## config.mk

```make
export PLATFORM = sky130hd
export DESIGN_NAME = hsw_rem
export DESIGN_NICKNAME = d
export VERILOG_FILES = /design/src/hw/rtl/assert_macros.svh /design/src/hw/rtl/hsw_pkg.sv /design/src/hw/rtl/hsw_rem.sv
export SDC_FILE = /design/constraint.sdc
export NUM_CORES = 1
export LEC_CHECK = 0
export BUFFER_PORTS_ARGS = -buffer_cell sky130_fd_sc_hd__buf_2
export CAP_MARGIN = 20
export CORE_MARGIN = 5
export CORE_UTILIZATION = 50
export DETAILED_ROUTE_END_ITERATION = 10
export MAX_ROUTING_LAYER = met4
export PLACE_DENSITY = 0.69
export RECOVER_POWER = 100
export SETUP_SLACK_MARGIN = 0.5
export SKIP_CTS_REPAIR_TIMING = 1
export SLEW_MARGIN = 20
export SYNTH_ARGS = -nofsm -noshare
export SYNTH_HDL_FRONTEND = slang
export SYNTH_SLANG_ARGS = --single-unit
```

## constraint.sdc

```tcl
create_clock -name clk -period 2.6 [get_ports clk]
set_input_delay 0.39 -clock clk [delete_from_list [all_inputs] [get_ports clk]]
set_output_delay 0.39 -clock clk [all_outputs]
set_load 0.01 [all_outputs]
```

## src/hw/rtl/assert_macros.svh

```systemverilog
// ----------------------------------------------------------------------------
// Assertion macros
// Shared concurrent assertion forms, clocked on clk and disabled during rst.
// ----------------------------------------------------------------------------
`ifndef ASSERT_MACROS_SVH
`define ASSERT_MACROS_SVH

// The consequent must hold in the same cycle as the antecedent.
`define ASSERT_SAME(label, ante, cons, msg) \
  label: assert property (@(posedge clk) disable iff (rst) (ante) |-> (cons)) \
    else $error(msg);

// The consequent must hold in the cycle after the antecedent.
`define ASSERT_NEXT(label, ante, cons, msg) \
  label: assert property (@(posedge clk) disable iff (rst) (ante) |=> (cons)) \
    else $error(msg);

// The condition must never be seen.
`define ASSERT_NEVER(label, cond, msg) \
  label: assert property (@(posedge clk) disable iff (rst) !(cond)) \
    else $error(msg);

`endif

```

## src/hw/rtl/hsw_pkg.sv

```systemverilog
// ----------------------------------------------------------------------------
// hsw_pkg
// Field widths, register indexes, operation codes and fixed constants.
// ----------------------------------------------------------------------------
package hsw_pkg;

  localparam int OP_W       = 2;
  localparam int IDX_W      = 10;
  localparam int SAMPLE_W   = 24;
  localparam int HARM_W     = 10;
  localparam int AMP_W      = 18;
  localparam int TS_W       = 11;
  localparam int TURN_W     = 32;
  localparam int CFG_DATA_W = 32;
  localparam int CFG_IDX_W  = 1;
  localparam int ROM_W      = 16;
  localparam int MAG_W      = 17;

  localparam logic [CFG_IDX_W-1:0] REG_TABLE_SIZE     = 1'd0;
  localparam logic [CFG_IDX_W-1:0] REG_TURN_PER_INDEX = 1'd1;

  localparam logic [TS_W-1:0]   TABLE_SIZE_RESET     = 11'd1024;
  localparam logic [TURN_W-1:0] TURN_PER_INDEX_RESET = 32'd4194304;

  localparam logic [63:0] HALF_PI_Q30 = 64'd1686629713;

  localparam logic signed [SAMPLE_W-1:0] SAMPLE_MAX = 24'sh7FFFFF;
  localparam logic signed [SAMPLE_W-1:0] SAMPLE_MIN = 24'sh800000;

  localparam logic [MAG_W-1:0] SINE_ONE = 17'h10000;

  typedef enum logic [OP_W-1:0] {
    OP_WRITE = 2'd0,
    OP_ADD   = 2'd1,
    OP_READ  = 2'd2
  } op_t;

  typedef logic signed [SAMPLE_W-1:0] sample_t;
  typedef logic [MAG_W-1:0] mag_t;

endpackage

```

## src/hw/rtl/hsw_rem.sv

```systemverilog
// ----------------------------------------------------------------------------
// hsw_rem
// Restoring remainder unit: reduces the harmonic number modulo the table size,
// one numerator bit per cycle.
// ----------------------------------------------------------------------------
module hsw_rem #(
  parameter int DEN_W = 11
) (
  input  logic                      clk,
  input  logic                      rst,
  input  logic                      start,
  input  logic [hsw_pkg::HARM_W-1:0] numer,
  input  logic [DEN_W-1:0]          denom,
  output logic                      done,
  output logic [DEN_W-1:0]          rem
);
  import hsw_pkg::*;

  localparam int CW = $clog2(HARM_W + 1);

  logic [CW-1:0]     cnt;
  logic [HARM_W-1:0] num;
  logic [DEN_W-1:0]  den;
  logic [DEN_W:0]    shifted;
  logic [DEN_W:0]    trial;
  logic [DEN_W-1:0]  rem_next;

  assign shifted  = {rem, num[HARM_W-1]};
  assign trial    = shifted - {1'b0, den};
  assign rem_next = (shifted >= {1'b0, den}) ? trial[DEN_W-1:0] : shifted[DEN_W-1:0];

  always_ff @(posedge clk) begin
    if (rst) begin
      cnt  <= '0;
      done <= 1'b0;
    end else begin
      done <= 1'b0;
      if (start) begin
        cnt <= CW'(HARM_W);
      end else if (cnt != '0) begin
        cnt <= cnt - 1'b1;
        if (cnt == CW'(1)) begin
          done <= 1'b1;
        end
      end
    end
  end

  always_ff @(posedge clk) begin
    if (start) begin
      num <= numer;
      den <= denom;
      rem <= '0;
    end else if (cnt != '0) begin
      num <= num << 1;
      rem <= rem_next;
    end
  end

endmodule

```

### Yosys cells after proc, flatten, opt, wreduce, memory -nomap -nowiden

Index checks and enable logic that the tools add are counted.

| word-level totals | value |
|---|---|
| output and inout bits | 12 |
| bits of input ports | 24 |
| bits in registers | 37 |

| operators by class | value |
|---|---|
| bitwise operators | 1 |
| magnitude comparators | 1 |
| reductions and logical operators | 4 |
| eq/ne operators | 1 |
| muxes and demuxes | 6 |
| add/sub/neg operators | 2 |

Operator list:

| operator | number |
|---|---|
| 10-bit 2-to-1 mux | 2 |
| 12-bit by 11-bit greater-or-equal comparator with 1-bit output | 1 |
| 11-bit 2-to-1 mux | 1 |
| 11-bit subtractor | 1 |
| 4-bit 2-to-1 mux | 2 |
| 4-bit by 1-bit equality test with 1-bit output (second input constant) | 1 |
| 4-bit nonzero test | 1 |
| 4-bit by 1-bit subtractor with 4-bit output (second input constant) | 1 |
| 3-bit OR reduction | 1 |
| 2-bit nonzero test | 1 |
| 2-bit OR reduction | 1 |
| 1-bit 2-to-1 mux | 1 |
| 1-bit inverter | 1 |

### Longest topological paths before layout

Gate-level depths: netlist of the first run.

| logic depth | value |
|---|---|
| word-level depth | 3 |
| depth in mapped cells | 10 |

### Worst setup path after synthesis of the first run

Ideal clock, no wire load.

| path | value |
|---|---|
| path kind | register to register |
| start | register num[9] |
| end | register rem[0] |
| data required time | 2.521 ns |
| data arrival time | 2.255 ns |
| clock period less this slack | 2.334 ns |
| stages on the path, launching flop included | 10 |
| library setup time | 0.079 ns |
| path slack | 0.266 ns |
| cell sequence | edfxtp_1 inv_1 ha_1 fa_1 and2b_1 o22ai_2 a2111oi_4 a211o_4 mux2_4 a211oi_2 |

| between the ends | value |
|---|---|
| longest elaborated chain between the ends | 2 |

RTL lines:

| item | line | RTL |
|---|---|---|
| start: declaration | hsw_rem.sv:22 | `logic [HARM_W-1:0] num;` |
| start signal: assignment | hsw_rem.sv:51 | `num <= numer;` |
| start signal: assignment | hsw_rem.sv:55 | `num <= num << 1;` |
| 11-bit subtractor or 12-bit by 11-bit greater-or-equal comparator with 1-bit output (tied branches) | hsw_rem.sv:29, hsw_rem.sv:30 |  |
| 11-bit 2-to-1 mux (*) | hsw_rem.sv:30 | `assign rem_next = (shifted >= {1'b0, den}) ? trial[DEN_W-1:0] : shifted[DEN_W-1:0];` |
| end signal: assignment | hsw_rem.sv:56 | `rem <= rem_next;` |
| end: declaration | hsw_rem.sv:15 | `output logic [DEN_W-1:0] rem` |

Every way passes the cells marked *; elsewhere a longest branch is shown, timed or not.
A chain may end at the register's enable or synchronous reset.

### Final worst setup path of the first run

Same ends and word-level chain as after synthesis.

==> results of run 1 <==
## cells in the mapped netlist (2+ instances only)
library cell  count  area (um2)
a21oi_1           8       40.04
dfxtp_1          16       320.3
nor3_1            3       15.01
or3_1             3       18.77
a211oi_1          5       37.54
o21a_1            4       30.03
xnor2_1           4       35.03
mux2_2            9       101.4
nand2b_1          2       12.51
clkbuf_1          2       7.510
nand2_1           9       33.78
nand4_1           2       12.51
edfxtp_1         21       630.6
inv_1            15       56.30
nor2_1           18       67.56
a21o_1            2       15.01
mux2i_1           6       60.06
o31a_1            2       17.52
o21ai_0          14       70.07
ha_1             11       137.6
## per-stage QoR
stage	setup WS, ps	area [um2]
2_1_floorplan	270.9	2029
3_3_place_gp	128.8	2260
3_5_place_dp	75.46	2260
4_1_cts	56.01	2349
5_1_grt	57.05	2390
6_report	140.0	2390
## power by group through the flow
stage	Combinational, W	Clock [W]	Sequential [W]
6_report	0.000858	0.000395	0.000776
5_1_grt	0.000940	0.000445	0.000786
4_1_cts	0.000781	0.000412	0.000774
3_5_place_dp	0.000776	0	0.000787
3_3_place_gp	0.000758	0	0.000781
2_1_floorplan	0.000585	0	0.000794
## layout make-up
cell class              count  area, um2  area share
repair buffers             42      207.7     0.08691
clock buffers               5      68.82     0.02880
clock inverters             3      20.02    0.008377
inverters                  15      56.30     0.02356
flip-flops and latches     37      950.9      0.3979
well taps                  50      62.56     0.02618
multi-input cells         131       1023      0.4283
## cell families (layout without fill, tap and decap cells)
| kind of cell | Yosys count | in the layout | synth area share |
|---|---|---|---|
| compound gates | 50 | 51 | 0.1871 |
| simple gates | 48 | 48 | 0.1181 |
| flops | 37 | 37 | 0.4723 |
| buf+inv | 19 | 65 | 0.03915 |
| mux | 16 | 16 | 0.08763 |
| fa+ha+maj | 12 | 12 | 0.07831 |
| xor+xnor | 4 | 4 | 0.01740 |
## routing by layer
metal / up-vias / GRT usage
met5: - / -
met4: 0 / 0.08048
li1: 782 / -
met3: 11 / 0.05062
met1: 764 / 0.2060
met2: 42 / 0.2746
## final timing paths
kind / start / to / slack, ps
worst max-delay path: num[9] / rem[0] / 140
worst min-delay path: denom[9] / den[9] / 270
worst max register to register: num[9] / rem[0] / 140
worst min register to register: rem[10] / rem[10] / 480
## state kept, by name (all words and copies together) (netlist names)
name  flops
den      11
rem      11
num      10
cnt       4
done      1
==> impl_metrics.env, run 1 <==
export IMPL_root_buffer="clkbuf_8"
export IMPL_dp_cells=269
export IMPL_cp_depth=9
export IMPL_grt_pass1_wl_mm=6.927
export IMPL_fmax_mhz=406.5
export IMPL_track_usage=0.1748
export IMPL_endpoint_kind="register"
export IMPL_slowest_stage="a2111oi_4"
export IMPL_critical_path_max_fanout=7
export IMPL_drive_above_1_share=0.2575
export IMPL_cp_cell_sequence="inv_2 -> ha_2 -> fa_2 -> and2b_1 -> o22ai_4 -> a2111oi_4 -> a211o_4 -> mux2_4 -> a211oi_2"
export IMPL_synth_cell_type_count=50
export IMPL_slew_viol_final=0
export IMPL_fp_dieW_um=73.46
export IMPL_wl_met3_um=226
export IMPL_clock_sinks=37
export IMPL_start_kind="register"
export IMPL_drt_iter0_drc=122
export IMPL_path_delay_family="compound AO/OA/AOI/OAI gates"
export IMPL_p_per_area_nw_per_um2=848.7
export IMPL_whs_ps=272.1
export IMPL_critPathBufInv=1
export IMPL_intPower_w=0.001300
export IMPL_path_class="register to register"
export IMPL_maxCapViolCount=0
export IMPL_clk_latency_ps=290
export IMPL_met1_length_mm=1.844
export IMPL_portBuffers=35
export IMPL_ir_drop_v=0.0005303
export IMPL_fin_worst_skew_ps=9.448
export IMPL_syn_inst=186
export IMPL_diodes=0
export IMPL_ctsHtreeMaxLevel=2
export IMPL_cts_tree="yes"
export IMPL_numCtsBuffers=5
export IMPL_setup_viol=0
export IMPL_syn_nets=222
export IMPL_io_pins=36
export IMPL_leakagePower_nw=0.9838
export IMPL_fin_util=0.6062
export IMPL_p_switching_w=0.0007286
export IMPL_hpwl_mm=3.237
export IMPL_clockBufferDepth=2
export IMPL_total_power_w=0.002028
export IMPL_detail_route_wl_per_cell_um=15.45
export IMPL_finalHoldViolations=0
export IMPL_ant_nets=0
export IMPL_drc=0
export IMPL_slew_headroom=0.2349
export IMPL_final_cells=283
export IMPL_core_area_um2=3943
export IMPL_comb_power_share=0.423
export IMPL_cp_arrival_ps=2670
export IMPL_routed_wl_mm=4.372
export IMPL_post_route_min_period_ps=2460
export IMPL_synth_ff_type="edfxtp_1"
export IMPL_syn_area_per_cell_um2=10.82
export IMPL_r2r_cells=9
export IMPL_async_flop_share=0
export IMPL_syn2layout_area_growth_pct=18.71
export IMPL_via_count=1599
export IMPL_die_height_um=73.46
export IMPL_first_global_vias=1564
export IMPL_route_top_layer_used="met4"
export IMPL_row_count=23
export IMPL_required_ps=2810
export IMPL_status="finished clean"
export IMPL_die_area_um2=5396
export IMPL_final_period_utilization=0.9462
export IMPL_layout_common_cells="buf_2 (22), edfxtp_1 (21), nor2_1 (18)"
export IMPL_gp_congestion=0.8761
export IMPL_cp_slowest_stage_delay_ps=390
export IMPL_gr_total_overflow=0
export IMPL_wl_met2_mm=2.170
export IMPL_antenna_found_initial=0
export IMPL_hold_class="input port to register"
export IMPL_clk_pin_slew_ps=80
export IMPL_drt_pass1_iterations=4
export IMPL_synth_edf_count=21
export IMPL_final_common_cell="buf_2"
export IMPL_ys_ff_latch=37
export IMPL_grt_max_degree=25
export IMPL_yosysSeqAreaShare=0.4723
export IMPL_fin_nets=268
export IMPL_syn_area_um2=2013
export IMPL_p_clk_frac=0.195
export IMPL_switching_share=0.3592
export IMPL_avgViaCountPerCell=5.650
export IMPL_start_util=0.5106
export IMPL_fin_setup_tns_ps=0
export IMPL_rsz0062_at_grt="yes"
export IMPL_synth_warning_count=0
export IMPL_nFillCells=350
export IMPL_p_seq_frac=0.382
export IMPL_worstMarginPinSlew_ps=1148
export IMPL_min_path_cells=1
No activity file was read; power rests on OpenSTA's default activity.
==> inputs of run 2 (changes only) <==
- GPL_TIMING_DRIVEN: unset -> 1
- REMOVE_ABC_BUFFERS: unset -> 1
==> impl_metrics.env, run 2 (synthesis gave the netlist of run 1 again) <==
export IMPL_fin_util=0.6046
export IMPL_final_common_cell="buf_2"
export IMPL_worstMarginPinSlew_ps=962.7
export IMPL_track_usage=0.1607
export IMPL_die_height_um=73.46
export IMPL_row_count=23
export IMPL_setup_slack_ps=143.7
export IMPL_final_cells=282
export IMPL_rsz0062_at_grt="yes"
export IMPL_critPathBufInv=0
export IMPL_required_ps=2810
export IMPL_cp_arrival_ps=2660
export IMPL_total_power_w=0.002012
export IMPL_slowest_stage="edfxtp_1"
export IMPL_io_pins=36
export IMPL_routed_wl_mm=4.110
export IMPL_p_per_area_nw_per_um2=844.1
export IMPL_path_delay_family="compound AO/OA/AOI/OAI gates"
export IMPL_finalHoldViolations=0
export IMPL_status="finished clean"
export IMPL_place_ws_ps=101.0
export IMPL_ant_nets=0
export IMPL_core_area_um2=3943
export IMPL_cts_tree="yes"
export IMPL_numCtsBuffers=5
export IMPL_cp_cell_sequence="ha_4 -> fa_2 -> and2b_1 -> o22ai_4 -> a2111oi_4 -> a211o_4 -> mux2_4 -> a211oi_2"
export IMPL_gp_congestion=0.8481
export IMPL_first_global_vias=1387
export IMPL_fmax_mhz=407.1
export IMPL_slew_headroom=0.3582
export IMPL_nFillCells=337
export IMPL_grt_pass1_wl_mm=6.437
export IMPL_drc=0
export IMPL_fin_worst_skew_ps=3.687
export IMPL_fp_dieW_um=73.46
export IMPL_ir_drop_v=0.0004916
export IMPL_hold_class="input port to register"
export IMPL_cp_slowest_stage_delay_ps=430
export IMPL_clock_sinks=37
export IMPL_wl_met2_mm=2.009
export IMPL_gr_total_overflow=0
export IMPL_fin_nets=267
export IMPL_antenna_found_initial=0
export IMPL_root_buffer="clkbuf_8"
export IMPL_detail_route_wl_per_cell_um=14.57
export IMPL_post_route_min_period_ps=2456
export IMPL_via_count=1508
export IMPL_dp_cells=269
export IMPL_path_class="register to register"
export IMPL_syn2layout_area_growth_pct=18.40
export IMPL_endpoint_kind="register"
export IMPL_clockBufferDepth=2
export IMPL_ctsHtreeMaxLevel=2
export IMPL_avgViaCountPerCell=5.348
export IMPL_start_kind="register"
export IMPL_biggestRegsByFlops="den: 11 flops, rem: 11 flops, num: 10 flops"
export IMPL_grt_max_degree=21
export IMPL_start_util=0.5106
export IMPL_die_area_um2=5396
export IMPL_route_top_layer_used="met4"
export IMPL_clk_pin_slew_ps=70
export IMPL_maxCapViolCount=0
export IMPL_portBuffers=35
export IMPL_fin_setup_tns_ps=0
export IMPL_final_period_utilization=0.9447
export IMPL_diodes=0
export IMPL_drt_pass1_iterations=4
export IMPL_drt_iter0_drc=129
export IMPL_wl_met3_um=185
export IMPL_slew_viol_final=0
export IMPL_drive_above_1_share=0.2457
export IMPL_setup_viol=0
export IMPL_layout_common_cells="buf_2 (22), edfxtp_1 (21), nor2_1 (18)"
export IMPL_critical_path_max_fanout=5
export IMPL_leakagePower_nw=0.9682
export IMPL_met1_length_mm=1.871
export IMPL_clk_latency_ps=290
export IMPL_hpwl_mm=3.053
## run 2: cell type report
| cell class | count | area (um2) | area share |
|---|---|---|---|
| clock inverter | 1 | 7.507 | 0.003150 |
| clock buffer | 7 | 76.32 | 0.03202 |
| inverter | 15 | 56.30 | 0.02362 |
| sequential | 37 | 950.9 | 0.3989 |
| tap | 50 | 62.56 | 0.02625 |
| timing repair buffer | 42 | 215.2 | 0.09029 |
| multi-input combinational | 130 | 1015 | 0.4257 |
## run 2: stage by stage
step	instance area (um2)	hold WS, ps
final	2384	271.9
after global routing	2384	256.3
after CTS	2327	264.8
after detailed placement	2243	490.5
after global placement	2243	484.5
after floorplan	1991	454.6
## run 2: final timing paths
check | from | end | slack [ps] | cells past startpoint
worst max-delay path | den[0] | rem[0] | 140 | 8
worst min-delay path | denom[8] | den[8] | 270 | 1
worst max register to register | den[0] | rem[0] | 140 | 8
worst min register to register | rem[10] | rem[10] | 490 | 2
## run 2: report_power, final
group / switching, W / internal [W] / leakage (nW)
registers: 0.0000631 / 0.000713 / 0.343
logic: 0.000446 / 0.000393 / 0.586
clock network: 0.000207 / 0.000190 / 0.0385
total: 0.000716 / 0.00130 / 0.968
## run 2: metal layers
metal  vias to the layer above  GRT usage
met5                         -          -
met4                         0    0.04829
met3                         6    0.04104
met2                        28     0.2520
met1                       699     0.2045
li1                        775          -
