===== src/hw/rtl/assert_macros.svh =====
// ----------------------------------------------------------------------------
// Assertion macros
// Shared concurrent assertion forms, clocked on clk and disabled during rst.
// ----------------------------------------------------------------------------
`ifndef ASSERT_MACROS_SVH
`define ASSERT_MACROS_SVH

// The consequent must hold in the same cycle as the antecedent.
`define ASSERT_SAME(label, ante, cons, msg) \
  label: assert property (@(posedge clk) disable iff (rst) (ante) |-> (cons)) \
    else $error(msg);

// The consequent must hold in the cycle after the antecedent.
`define ASSERT_NEXT(label, ante, cons, msg) \
  label: assert property (@(posedge clk) disable iff (rst) (ante) |=> (cons)) \
    else $error(msg);

// The condition must never be seen.
`define ASSERT_NEVER(label, cond, msg) \
  label: assert property (@(posedge clk) disable iff (rst) !(cond)) \
    else $error(msg);

`endif


===== src/hw/rtl/hsw_pkg.sv =====
// ----------------------------------------------------------------------------
// hsw_pkg
// Field widths, register indexes, operation codes and fixed constants.
// ----------------------------------------------------------------------------
package hsw_pkg;

  localparam int OP_W       = 2;
  localparam int IDX_W      = 10;
  localparam int SAMPLE_W   = 24;
  localparam int HARM_W     = 10;
  localparam int AMP_W      = 18;
  localparam int TS_W       = 11;
  localparam int TURN_W     = 32;
  localparam int CFG_DATA_W = 32;
  localparam int CFG_IDX_W  = 1;
  localparam int ROM_W      = 16;
  localparam int MAG_W      = 17;

  localparam logic [CFG_IDX_W-1:0] REG_TABLE_SIZE     = 1'd0;
  localparam logic [CFG_IDX_W-1:0] REG_TURN_PER_INDEX = 1'd1;

  localparam logic [TS_W-1:0]   TABLE_SIZE_RESET     = 11'd1024;
  localparam logic [TURN_W-1:0] TURN_PER_INDEX_RESET = 32'd4194304;

  localparam logic [63:0] HALF_PI_Q30 = 64'd1686629713;

  localparam logic signed [SAMPLE_W-1:0] SAMPLE_MAX = 24'sh7FFFFF;
  localparam logic signed [SAMPLE_W-1:0] SAMPLE_MIN = 24'sh800000;

  localparam logic [MAG_W-1:0] SINE_ONE = 17'h10000;

  typedef enum logic [OP_W-1:0] {
    OP_WRITE = 2'd0,
    OP_ADD   = 2'd1,
    OP_READ  = 2'd2
  } op_t;

  typedef logic signed [SAMPLE_W-1:0] sample_t;
  typedef logic [MAG_W-1:0] mag_t;

endpackage


===== src/hw/rtl/hsw_sine.sv =====
// ----------------------------------------------------------------------------
// hsw_sine
// Quarter-wave sine lookup: folds a 32-bit turn fraction into the first
// quadrant, scales it to a table index and reads the magnitude. Two stages.
// ----------------------------------------------------------------------------
module hsw_sine #(
  parameter int DEPTH = 256
) (
  input  logic                      clk,
  input  logic [hsw_pkg::TURN_W-1:0] angle,
  output logic [hsw_pkg::MAG_W-1:0]  mag,
  output logic                      neg
);
  import hsw_pkg::*;

  localparam int IW    = $clog2(DEPTH + 1);
  localparam int RW    = $clog2(DEPTH);
  localparam int MUL_W = 31 + IW;

  logic [ROM_W-1:0] rom_tbl [DEPTH];

  for (genvar k = 0; k < DEPTH; k++) begin : g_rom
    localparam logic [63:0] X   = (64'(k) * HALF_PI_Q30) / DEPTH;
    localparam logic [63:0] X2  = (X * X) >> 30;
    localparam logic [63:0] T1  = ((X * X2) >> 30) / 6;
    localparam logic [63:0] T2  = ((T1 * X2) >> 30) / 20;
    localparam logic [63:0] T3  = ((T2 * X2) >> 30) / 42;
    localparam logic [63:0] T4  = ((T3 * X2) >> 30) / 72;
    localparam logic [63:0] T5  = ((T4 * X2) >> 30) / 110;
    localparam logic [63:0] T6  = ((T5 * X2) >> 30) / 156;
    localparam logic [63:0] POS = X + T2 + T4 + T6;
    localparam logic [63:0] NEG = T1 + T3 + T5;
    localparam logic [63:0] SC  = (POS > NEG) ? (POS - NEG) : 64'd0;
    localparam logic [63:0] R   = (SC * 64'd65536 + 64'd536870912) >> 30;
    localparam logic [ROM_W-1:0] V = (R > 64'd65535) ? 16'hFFFF : R[ROM_W-1:0];
    assign rom_tbl[k] = V;
  end

  logic [30:0]      folded;
  logic [MUL_W-1:0] scaled;
  logic [IW-1:0]    idx;
  logic             neg_a;

  assign folded = angle[30] ? (31'h40000000 - {1'b0, angle[29:0]}) : {1'b0, angle[29:0]};
  assign scaled = MUL_W'(folded) * MUL_W'(DEPTH);

  always_ff @(posedge clk) begin
    idx   <= scaled[30 +: IW];
    neg_a <= angle[31];
    mag   <= (idx == IW'(DEPTH)) ? SINE_ONE : {1'b0, rom_tbl[idx[RW-1:0]]};
    neg   <= neg_a;
  end

endmodule


===== config.mk =====
export PLATFORM = sky130hd
export DESIGN_NAME = hsw_sine
export DESIGN_NICKNAME = d
export VERILOG_FILES = /design/src/hw/rtl/assert_macros.svh /design/src/hw/rtl/hsw_pkg.sv /design/src/hw/rtl/hsw_sine.sv
export SDC_FILE = /design/constraint.sdc
export NUM_CORES = 1
export LEC_CHECK = 0
export BUFFER_PORTS_ARGS = -buffer_cell sky130_fd_sc_hd__clkbuf_2
export CAP_MARGIN = 20
export CORE_MARGIN = 8
export CORE_UTILIZATION = 41
export DETAILED_ROUTE_END_ITERATION = 10
export HOLD_SLACK_MARGIN = 0.05
export PLACE_DENSITY_LB_ADDON = 0.1
export SETUP_SLACK_MARGIN = 0.02
export SLEW_MARGIN = 10
export SYNTH_ARGS = -nofsm -noshare
export SYNTH_HDL_FRONTEND = slang
export SYNTH_SLANG_ARGS = --single-unit

===== constraint.sdc =====
create_clock -name clk -period 2.6 [get_ports clk]
set_input_delay 0.13 -clock clk [delete_from_list [all_inputs] [get_ports clk]]
set_output_delay 0.13 -clock clk [all_outputs]
set_load 0.02 [all_outputs]

Word level (Yosys, flattened, before mapping)
Memory sizes are Yosys's and may differ from the RTL's.
Index checks and enable logic that the tools add are counted.
- register bits after elaboration: 28
- memory bits (read-only): 4096
- input bits: 33
- output and inout port bits: 18
- logic and storage cells: 15
- memories kept: 1
- add/sub/neg operators: 1
- magnitude comparators: 1
- equality and inequality tests: 1
- multiplexer cells: 4
- bitwise operators: 1
- memory list (memory ; words ; bits a word ; rd ports ; clocked after Yosys merged registers in ; wr ports ; line ; source):
    (name not given) ; 256 ; 16 ; 1 ; 0 ; 0 ; hsw_sine.sv:50 ; mag <= (idx == IW'(DEPTH)) ? SINE_ONE : {1'b0, rom_tbl[idx[RW-1:0]]};
- operators with widths (operator ; number):
    $mux 16 ; 2
    $sub 31x30->31 const A ; 1
    $mux 30 ; 1
    $mux 17 ; 1
    $eq 9x9->1 const B ; 1
    $ge 9x9->1 const B ; 1
    $not 8->9 ; 1

Depth between registers and ports, before layout
Gate-level depths: netlist of the first run.
- depth in word-level cells: 5
- mapped depth: 12
- gate-level depth less buffers: 8

Worst setup path before layout of the first run
OpenSTA, ideal clock, no wires.
- path kind: reg2reg
- from: register idx[1]
- to: register mag[3] (netlist name)
- arrival: 2.722 ns
- data required time: 2.466 ns
- path slack: -0.256 ns
- cell stages (with the launch flop): 12
- path buffers: 4
- path through: dfxtp_1 -> clkbuf_2 -> clkbuf_1 -> inv_1 -> ha_1 -> clkbuf_1 -> nand2b_1 -> clkbuf_1 -> nand3_1 -> a2111o_1 -> a32oi_1 -> o22ai_1
- word-level cells in the longest chain between the ends: 4
- elaborated cells between the ends (all ways): 5
- ends and longest elaborated chain (element ; line ; source):
    start: declaration ; hsw_sine.sv:41 ; logic [IW-1:0] idx;
    start signal: assignment ; hsw_sine.sv:48 ; idx <= scaled[30 +: IW];
    $not 8->9 (implied by the code) ; hsw_sine.sv:50 ;
    $mem_v2 256x16 ; n/a ;
    $mux 16 (implied by the code) (2 in a row) ; hsw_sine.sv:50 ;
    end signal: assignment ; hsw_sine.sv:50 ;
    end: declaration ; hsw_sine.sv:11 ; output logic [hsw_pkg::MAG_W-1:0] mag,
Parallel ways exist; a longest one is shown, timed or not. The select of a mux whose other input is x is not followed.
A chain may end at the register's enable or synchronous reset.

Worst setup path in the final report of the first run
- from: register idx[0]
- to: register mag[8] (netlist name)
Same word-level chain as after synthesis.

==> impl_metrics.json, run 1 <==
{
  "multi_input_area_um2": 4019,
  "place_congestion": 1.128,
  "p_seq_share_pct": 16.4,
  "cts_buffers": 3,
  "diodes": 0,
  "cts_setup_buffers": 0,
  "clk_pin_slew_ns": 0.11,
  "worstPathMaxFanout": 17,
  "synth_edf_count": 0,
  "slew_headroom_pct": 34.76,
  "rrSetupSlack_ns": 0.007,
  "fin_nets": 892,
  "ios": 51,
  "cap_violations": 0,
  "netlist_instances": 778,
  "cts_buffer_depth": 2,
  "total_leakage_power_nw": 2.346,
  "async_flop_share_pct": 0,
  "vdd_drop_max_mv": 0.3711,
  "cp_top_family": "compound AO/OA/AOI/OAI gates",
  "start_util_pct": 41.93,
  "ys_warn_count": 0,
  "fmax_ghz": 0.3857,
  "grt_overflow": 0,
  "slowest_delay_ns": 0.47,
  "crit_type": "reg2reg",
  "fillers": 1226,
  "dr_total_vias": 7576,
  "core_um2": 12010,
  "power_density_nw_per_um2": 584.4,
  "layout_setup_ws_ns": 0.007117,
  "start_kind": "register",
  "worst_pin_slew_ns": 0.9750,
  "layout_commonest_cell": "buf_4",
  "clk-insertion-delay-late_ns": 0.30,
  "grt_antenna_before_repair": 0,
  "min_from": "angle[26]",
  "r2r_cells": 9,
  "synth-seq-cells": 28,
  "synth_cell_types": 75,
  "grt_pass1_vias": 6953,
  "die_h_um": 126.8,
  "required_ns": 2.79,
  "port_buffers": 50,
  "seq_area_frac_synth_pct": 11.13,
  "syn_area_um2": 5036,
  "drt_pre_antenna_iters": 11,
  "syn_nets": 830,
  "syn_to_final_growth_pct": 19.45,
  "worst-path-buf-inv": 2,
  "internal_power_mw": 1.655,
  "hold-path-endpoint": "idx[4]",
  "p_switching_mw": 1.860,
  "post-place-ws_ns": 0.04756,
  "synth_ff_type": "dfxtp_1",
  "synth_top_cell_area_share_pct": 11.13,
  "htree_levels": 1,
  "totalWireLength_mm": 30.04,
  "rsz0062_at_grt": "false",
  "cts-root-buf": "clkbuf_16",
  "drive_gt1_share_pct": 22.05,
  "cts.sinks": 28,
  "path_cells": "buf_4, ha_1, buf_4, o21ai_0, a21oi_1, nor3_1, o31ai_1, a31oi_1, or3_1",
  "run_status": "finished with violations",
  "fin_skew_ns": 0.02909,
  "switching_share_pct": 52.91,
  "worst_r2r_endpoint": "mag[8]",
  "setup_viol": 0,
  "fin_cells": 986,
  "hp-class": "in2reg",
  "dp_cells": 981,
  "grt_max_degree": 76,
  "hold_viol_final": 0,
  "globalRouteTotalUtil_pct": 36.11,
  "seq_area_um2": 571.8,
  "layout_common_cells": "93 x buf_4, 79 x a21oi_1, 74 x o21ai_0, 66 x nor2_1, 51 x nand2_1",
  "holdPathStages": 2,
  "dp_hpwl_mm": 21.50,
  "cts_tree": "built",
  "reg2reg_from": "idx[0]",
  "finalMaxSlewViolations": 0,
  "power_frac_comb_pct": 68.6,
  "timing.setup.tns_ns": 0,
  "die_area_um2": 16090,
  "route.antenna.remaining_nets": 0,
  "failed_checks": "DRC",
  "viasPerCell": 7.684,
  "grt_pass1_wl_mm": 44.11,
  "crit_arrival_ns": 2.78,
  "yosys-top-cells-area": "dfxtp_1 11%, a21oi_1 7.9%, o21ai_0 7.5%, nor2_1 4.9%, ha_1 4.7%",
  "cpMostUsedCell": "buf_4",
  "synth_top_cell_by_area": "dfxtp_1",
  "post_drt_wl_per_cell_um": 30.46,
  "cp-end-kind": "register",
  "die_x_um": 126.8,
  "drt-initial-drc-count": 1985,
  "fin_crit_sh_pct": 99.73,
  "clockPowerShare_pct": 15.0,
  "period_minus_slack_ns": 2.593,
  "drc": 4,
  "rows": 40,
  "cp_slowest_cell": "ha_1",
  "avgSynthCellArea_um2": 6.473
}
[synthesized netlist by cell type (6+ instances only)]
master    count
a211oi_1     22
a21oi_1      79
a221oi_1      8
a311o_1       6
a311oi_1     16
a31oi_1      20
and3_1        8
buf_2        36
buf_4         9
clkbuf_1     42
dfxtp_1      28
ha_1         19
inv_1         8
nand2_1      52
nand2b_1     23
nand3_1      35
nor2_1       66
nor2b_1      16
nor3_1       35
nor4_1       11
o211ai_1     17
o21ai_0      75
o221ai_1     12
o22ai_1       9
o311ai_0      9
o31ai_1      11
or2_2         7
xnor2_1       9
[worst max path at each step]
stage / startpoint / to / slack, ns / cells past startpoint
after floorplan: idx[1] / mag[8] / 0.04 / 10
after global placement: idx[0] / mag[1] / 0.02 / 9
after detailed placement: idx[0] / mag[1] / 0.05 / 9
after CTS: idx[0] / mag[1] / 0.08 / 9
after global routing: idx[0] / mag[8] / 0.04 / 9
final: idx[0] / mag[8] / 0.007 / 9
[power by group through the flow]
stage | logic (mW) | clock network, mW | registers [mW]
floorplan | 1.28 | 0 | 0.643
global placement | 2.26 | 0 | 0.587
detailed placement | 2.22 | 0 | 0.587
CTS | 2.23 | 0.514 | 0.577
global route | 2.48 | 0.545 | 0.585
finish | 2.41 | 0.528 | 0.577
[worst reg2reg max path, cell delays in order, from the launching register on]
cell,delay (ns)
dfxtp_1,0.35
buf_4,0.24
ha_1,0.47
buf_4,0.24
o21ai_0,0.10
a21oi_1,0.14
nor3_1,0.06
o31ai_1,0.38
a31oi_1,0.08
or3_1,0.42
[cell families (layout without fill, tap and decap cells)]
family | Yosys count | count (layout) | share of synthesized area [%]
buf+inv | 104 | 165 | 9.788
flops | 28 | 28 | 11.13
fa+ha+maj | 19 | 19 | 4.721
compound gates | 335 | 335 | 44.25
xor+xnor | 10 | 10 | 1.739
mux | 5 | 5 | 1.267
simple gates | 277 | 277 | 27.11
[sequential cells by signal, indices dropped and copies added (netlist names)]
name and count:
neg_a 1, mag 17, idx 9, neg 1
[what timing repair did]
action                     4_1_cts  5_1_grt
setup endpoints to repair        1        6
resized for setup                1        9
hold endpoints to repair         1        0
hold buffers                     1        0
[metrics by stage]
stage	hold slack (ns)	instance area, µm²	total power [mW]	utilization (%)
after global routing	0.06272	6016	3.606	50.08
after CTS	0.05820	5988	3.320	49.85
after detailed placement	0.2357	5867	2.805	48.84
after floorplan	0.1577	5052	1.921	-
after global placement	0.2353	5867	2.843	48.84
final	0.05562	6016	3.515	50.08
[layout make-up]
cell class / count / share of cell area (%)
Clock buffer: 3 / 1.248
Clock inverter: 1 / 0.4992
Inverter: 10 / 0.6240
Multi-Input combinational cell: 646 / 66.81
Sequential cell: 28 / 9.505
Tap cell: 147 / 3.057
Timing Repair Buffer: 151 / 18.26
[routing by layer]
layer  vias to the layer above  GRT usage (%)  share of wire, %
met5                         -              0                 0
met4                         0          20.01               7.6
met3                       226          17.85                18
met2                       865          50.13                39
met1                      3398          44.22                36
li1                       3087              -                 -
No activity file was read; power rests on OpenSTA's default activity.
==> run 2, diff against run 1 <==
- PLACE_DENSITY: not set -> 0.7
- PLACE_DENSITY_LB_ADDON: 0.1 -> not set
==> impl_metrics.json, run 2 (synthesis gave the netlist of run 1 again) <==
{
  "crit_type": "reg2reg",
  "core_um2": 12010,
  "die_x_um": 126.8,
  "endpoint": "mag[1]",
  "die_h_um": 126.8,
  "r2r_cells": 8,
  "worst_r2r_endpoint": "mag[1]",
  "start_util_pct": 41.93,
  "top_register": "mag",
  "power_density_nw_per_um2": 556.3,
  "setup_viol": 0,
  "required_ns": 2.79,
  "rows": 40,
  "cts_buffers": 3,
  "period_minus_slack_ns": 2.558,
  "cp-end-kind": "register",
  "reg2reg_from": "idx[0]",
  "cts.sinks": 28,
  "total_leakage_power_nw": 2.493,
  "totalWireLength_mm": 30.12,
  "cap_violations": 0,
  "grt_max_degree": 34,
  "run_status": "completed",
  "hp-class": "in2reg",
  "post-place-ws_ns": 0.05755,
  "dr_total_vias": 7538,
  "drive_gt1_share_pct": 24.28,
  "globalRouteTotalUtil_pct": 36.44,
  "fin_skew_ns": 0.01002,
  "multi_input_area_um2": 4011,
  "layout_common_cells": "125 x buf_4, 79 x a21oi_1, 73 x o21ai_0, 66 x nor2_1, 52 x nand2_1",
  "grt_pass1_vias": 6853,
  "fin_nets": 926,
  "vdd_drop_max_mv": 0.3106,
  "ios": 51,
  "worstPathMaxFanout": 23,
  "finalMaxSlewViolations": 0,
  "route.antenna.remaining_nets": 0,
  "htree_levels": 1,
  "post_drt_wl_per_cell_um": 29.50,
  "largest_reg_flops": 17,
  "crit_arrival_ns": 2.74,
  "start_kind": "register",
  "fmax_ghz": 0.3910,
  "crit_start": "idx[0]",
  "drc": 0,
  "seq_area_um2": 571.8,
  "fin_crit_sh_pct": 98.37,
  "viasPerCell": 7.383,
  "die_area_um2": 16090,
  "cts_tree": "built",
  "final_area_um2": 6235,
  "drt_pre_antenna_iters": 6,
  "clk-insertion-delay-late_ns": 0.29,
  "rsz0062_at_grt": "true",
  "hold_viol_final": 0,
  "slew_headroom_pct": 50.18,
  "grt_pass1_wl_mm": 44.51,
  "min_from": "angle[24]",
  "place_congestion": 1.114,
  "fillers": 1212,
  "layout_setup_ws_ns": 0.04248,
  "worst_pin_slew_ns": 0.7446,
  "grt_antenna_before_repair": 0,
  "rrSetupSlack_ns": 0.04,
  "cts-root-buf": "clkbuf_16",
  "clk_pin_slew_ns": 0.09,
  "port_buffers": 50,
  "dp_hpwl_mm": 22.84,
  "drt-initial-drc-count": 1752,
  "post_dp_cell_area_um2": 6087,
  "grt_overflow": 0,
  "cts_setup_buffers": 0,
  "top_regs": "mag (17), idx (9)",
  "cts_buffer_depth": 2,
  "layout_commonest_cell": "buf_4",
  "syn_to_final_growth_pct": 23.80
}
[run 2: final cells by class]
| cell class | instances | share of cell area (%) |
|---|---|---|
| Inverter | 10 | 0.6020 |
| Antenna cell | 1 | 0.04014 |
| Sequential cell | 28 | 9.171 |
| Multi-Input combinational cell | 646 | 64.34 |
| Tap cell | 147 | 2.950 |
| Clock buffer | 4 | 1.264 |
| Timing Repair Buffer | 185 | 21.63 |
[run 2: timing repair]
item,4_1_cts,5_1_grt
hold buffers,4,0
endpoints found under the setup margin,0,7
endpoints found under the hold margin,4,0
gates resized for setup,0,7
[run 2: how the worst min path moves through the flow]
| stage | to | depth (start not counted) | slack (ns) |
|---|---|---|---|
| CTS | idx[8] | 2 | 0.05 |
| global placement | neg_a | 1 | 0.23 |
| global route | idx[8] | 2 | 0.06 |
| floorplan | neg_a | 0 | 0.16 |
| detailed placement | neg_a | 1 | 0.24 |
| finish | idx[2] | 2 | 0.05 |
[run 2: worst max-delay path: stages, from the launching register on]
cell	delay [ns]
dfxtp_1	0.34
buf_12	0.17
ha_1	0.29
or2_1	0.41
o22ai_1	0.29
a21oi_1	0.11
a311oi_2	0.39
a211oi_1	0.11
o32a_1	0.34
[run 2: power by group]
| group | internal, mW | leakage (nW) | switching, mW | total [mW] |
|---|---|---|---|---|
| registers | 0.514 | 0.236 | 0.0833 | 0.598 |
| clock network | 0.213 | 0.0382 | 0.208 | 0.421 |
| logic | 0.899 | 2.22 | 1.55 | 2.45 |
| total | 1.63 | 2.49 | 1.84 | 3.47 |
[run 2: metal layers]
layer  track usage (%)  wire (µm)  vias to the layer above
li1                  -          -                     3170
met1             46.42      11150                     3427
met2             52.72      12250                      771
met3             12.11       4598                      170
met4             19.94       2120                        0
met5            0.9772          0                        -
[run 2: metrics by stage]
stage | setup TNS [ns] | power [mW] | util, % | instances | hold WS (ns)
4_1_cts | 0 | 3.320 | 51.67 | 1020 | 0.05188
2_1_floorplan | 0 | 1.921 | - | 778 | 0.1577
3_3_place_gp | -0.08073 | 2.945 | 50.68 | 1012 | 0.2334
5_1_grt | 0 | 3.580 | 51.89 | 1020 | 0.05718
3_5_place_dp | 0 | 2.897 | 50.68 | 1012 | 0.2351
6_report | 0 | 3.469 | 51.91 | 1021 | 0.05288
==> run 3, diff against run 2 <==
- PLACE_DENSITY: 0.7 -> 0.68
- clock period: 2.6 -> 2.89 ns (I/O delays scaled with it)
==> impl_metrics.json, run 3 (synthesis gave the netlist of run 1 again) <==
{
  "fin_nets": 867,
  "grt_overflow": 0,
  "largest_reg_flops": 17,
  "drt_pre_antenna_iters": 7,
  "dr_total_vias": 7310,
  "top_regs": "mag (17), idx (9)",
  "layout_commonest_cell": "a21oi_1",
  "start_util_pct": 41.93,
  "power.total_mw": 2.915,
  "hold_viol_final": 0,
  "finalMaxSlewViolations": 0,
  "slew_headroom_pct": 35.69,
  "clk_pin_slew_ns": 0.08,
  "route.antenna.remaining_nets": 0,
  "totalWireLength_mm": 27.86,
  "total_leakage_power_nw": 2.205,
  "crit_type": "reg2reg",
  "crit_arrival_ns": 3.00,
  "port_buffers": 50,
  "final_area_um2": 5742,
  "fmax_ghz": 0.3599,
  "cp-end-kind": "register",
  "dp_hpwl_mm": 19.48,
  "grt_pass1_wl_mm": 41.74,
  "slowest_delay_ns": 0.61,
  "vdd_drop_max_mv": 0.2334,
  "htree_levels": 1,
  "viasPerCell": 7.599,
  "layout_setup_ws_ns": 0.1116,
  "post_drt_wl_per_cell_um": 28.96,
  "ios": 51,
  "timing.setup.tns_ns": 0,
  "cts_buffers": 3,
  "cp_top_family": "compound AO/OA/AOI/OAI gates",
  "die_x_um": 126.8,
  "fillers": 1261,
  "cts.sinks": 28,
  "syn_to_final_growth_pct": 14.01,
  "fin_crit_sh_pct": 96.14,
  "fin_cells": 962,
  "grt_max_degree": 58,
  "cts_buffer_depth": 2,
  "setup_viol": 0,
  "die_area_um2": 16090,
  "rsz0062_at_grt": "false",
  "drive_gt1_share_pct": 18.30,
  "hp-class": "in2reg",
  "cp_slowest_cell": "a2111oi_0",
  "drc": 0,
  "cpMostUsedCell": "a21oi_1",
  "final_util_pct": 47.80,
  "grt_antenna_before_repair": 1,
  "timing.hold.ws_ns": 0.05492,
  "worstPathMaxFanout": 12,
  "post-place-ws_ns": 0.3165,
  "post_dp_cell_area_um2": 5650,
  "dp_cells": 956,
  "run_status": "completed",
  "path_cells": "inv_1, ha_1, nand2b_1, a21oi_1, nor2_1, a2111oi_0, buf_4, a21oi_1, a21oi_1",
  "top_register": "mag",
  "cts_tree": "built",
  "worst_pin_slew_ns": 0.9627,
  "layout_common_cells": "79 x a21oi_1, 75 x o21ai_0, 70 x buf_4, 66 x nor2_1, 52 x nand2_1",
  "fin_skew_ns": 0.007005,
  "grt_pass1_vias": 6701,
  "power_density_nw_per_um2": 507.8,
  "core_um2": 12010,
  "globalRouteTotalUtil_pct": 33.52,
  "clk-insertion-delay-late_ns": 0.28,
  "rows": 40,
  "period_minus_slack_ns": 2.778,
  "place_congestion": 1.156,
  "worst-path-buf-inv": 2,
  "cap_violations": 0,
  "cts-root-buf": "clkbuf_16",
  "required_ns": 3.11,
  "die_h_um": 126.8,
  "start_kind": "register",
  "drt-initial-drc-count": 1765
}
-- run 3: cell count changes in the layout (fill, tap and decap cells not counted), moves of 2 or more --
cell           change
o21ai_0            +2
a311oi_2           -2
dlygate4sd3_1      -3
a311oi_1           +2
o21ai_1            -2
buf_4             -55
-- run 3: timing repair --
item                      in CTS  in global routing
gates resized for setup        0                  0
setup buffers                  0                  0
hold endpoints to repair       1                  0
hold buffers                   1                  0
-- run 3: path summary, 6_finish.rpt --
check                           startpoint       to  slack (ns)  depth (start not counted)
worst max-delay path                idx[1]  mag[13]        0.11                          9
worst min-delay path             angle[26]   idx[4]        0.05                          2
worst max register to register      idx[1]  mag[13]        0.11                          9
worst min register to register       neg_a      neg        0.33                          0
-- run 3: report_power, final --
| part | switching, mW | total [mW] | leakage, nW | internal (mW) |
|---|---|---|---|---|
| logic | 1.34 | 2.03 | 1.93 | 0.685 |
| clock network | 0.168 | 0.355 | 0.0385 | 0.187 |
| registers | 0.0717 | 0.534 | 0.236 | 0.462 |
| total | 1.58 | 2.92 | 2.20 | 1.33 |
-- run 3: final cells by class --
cell class	count	area, µm²	area share, %
antenna	1	2.502	0.04358
clock buffer	3	75.07	1.307
clock inverter	1	3.754	0.06537
inverter	10	37.54	0.6537
multi-input combinational	646	3983	69.36
sequential	28	570.5	9.937
tap	147	183.9	3.203
timing repair buffer	126	885.9	15.43
-- run 3: routing by layer --
layer  part of all wire (%)  track usage (%)
met2                     39            46.68
met1                     36            42.84
met5                   0.17                0
met4                    7.1            18.05
met3                     17            13.66
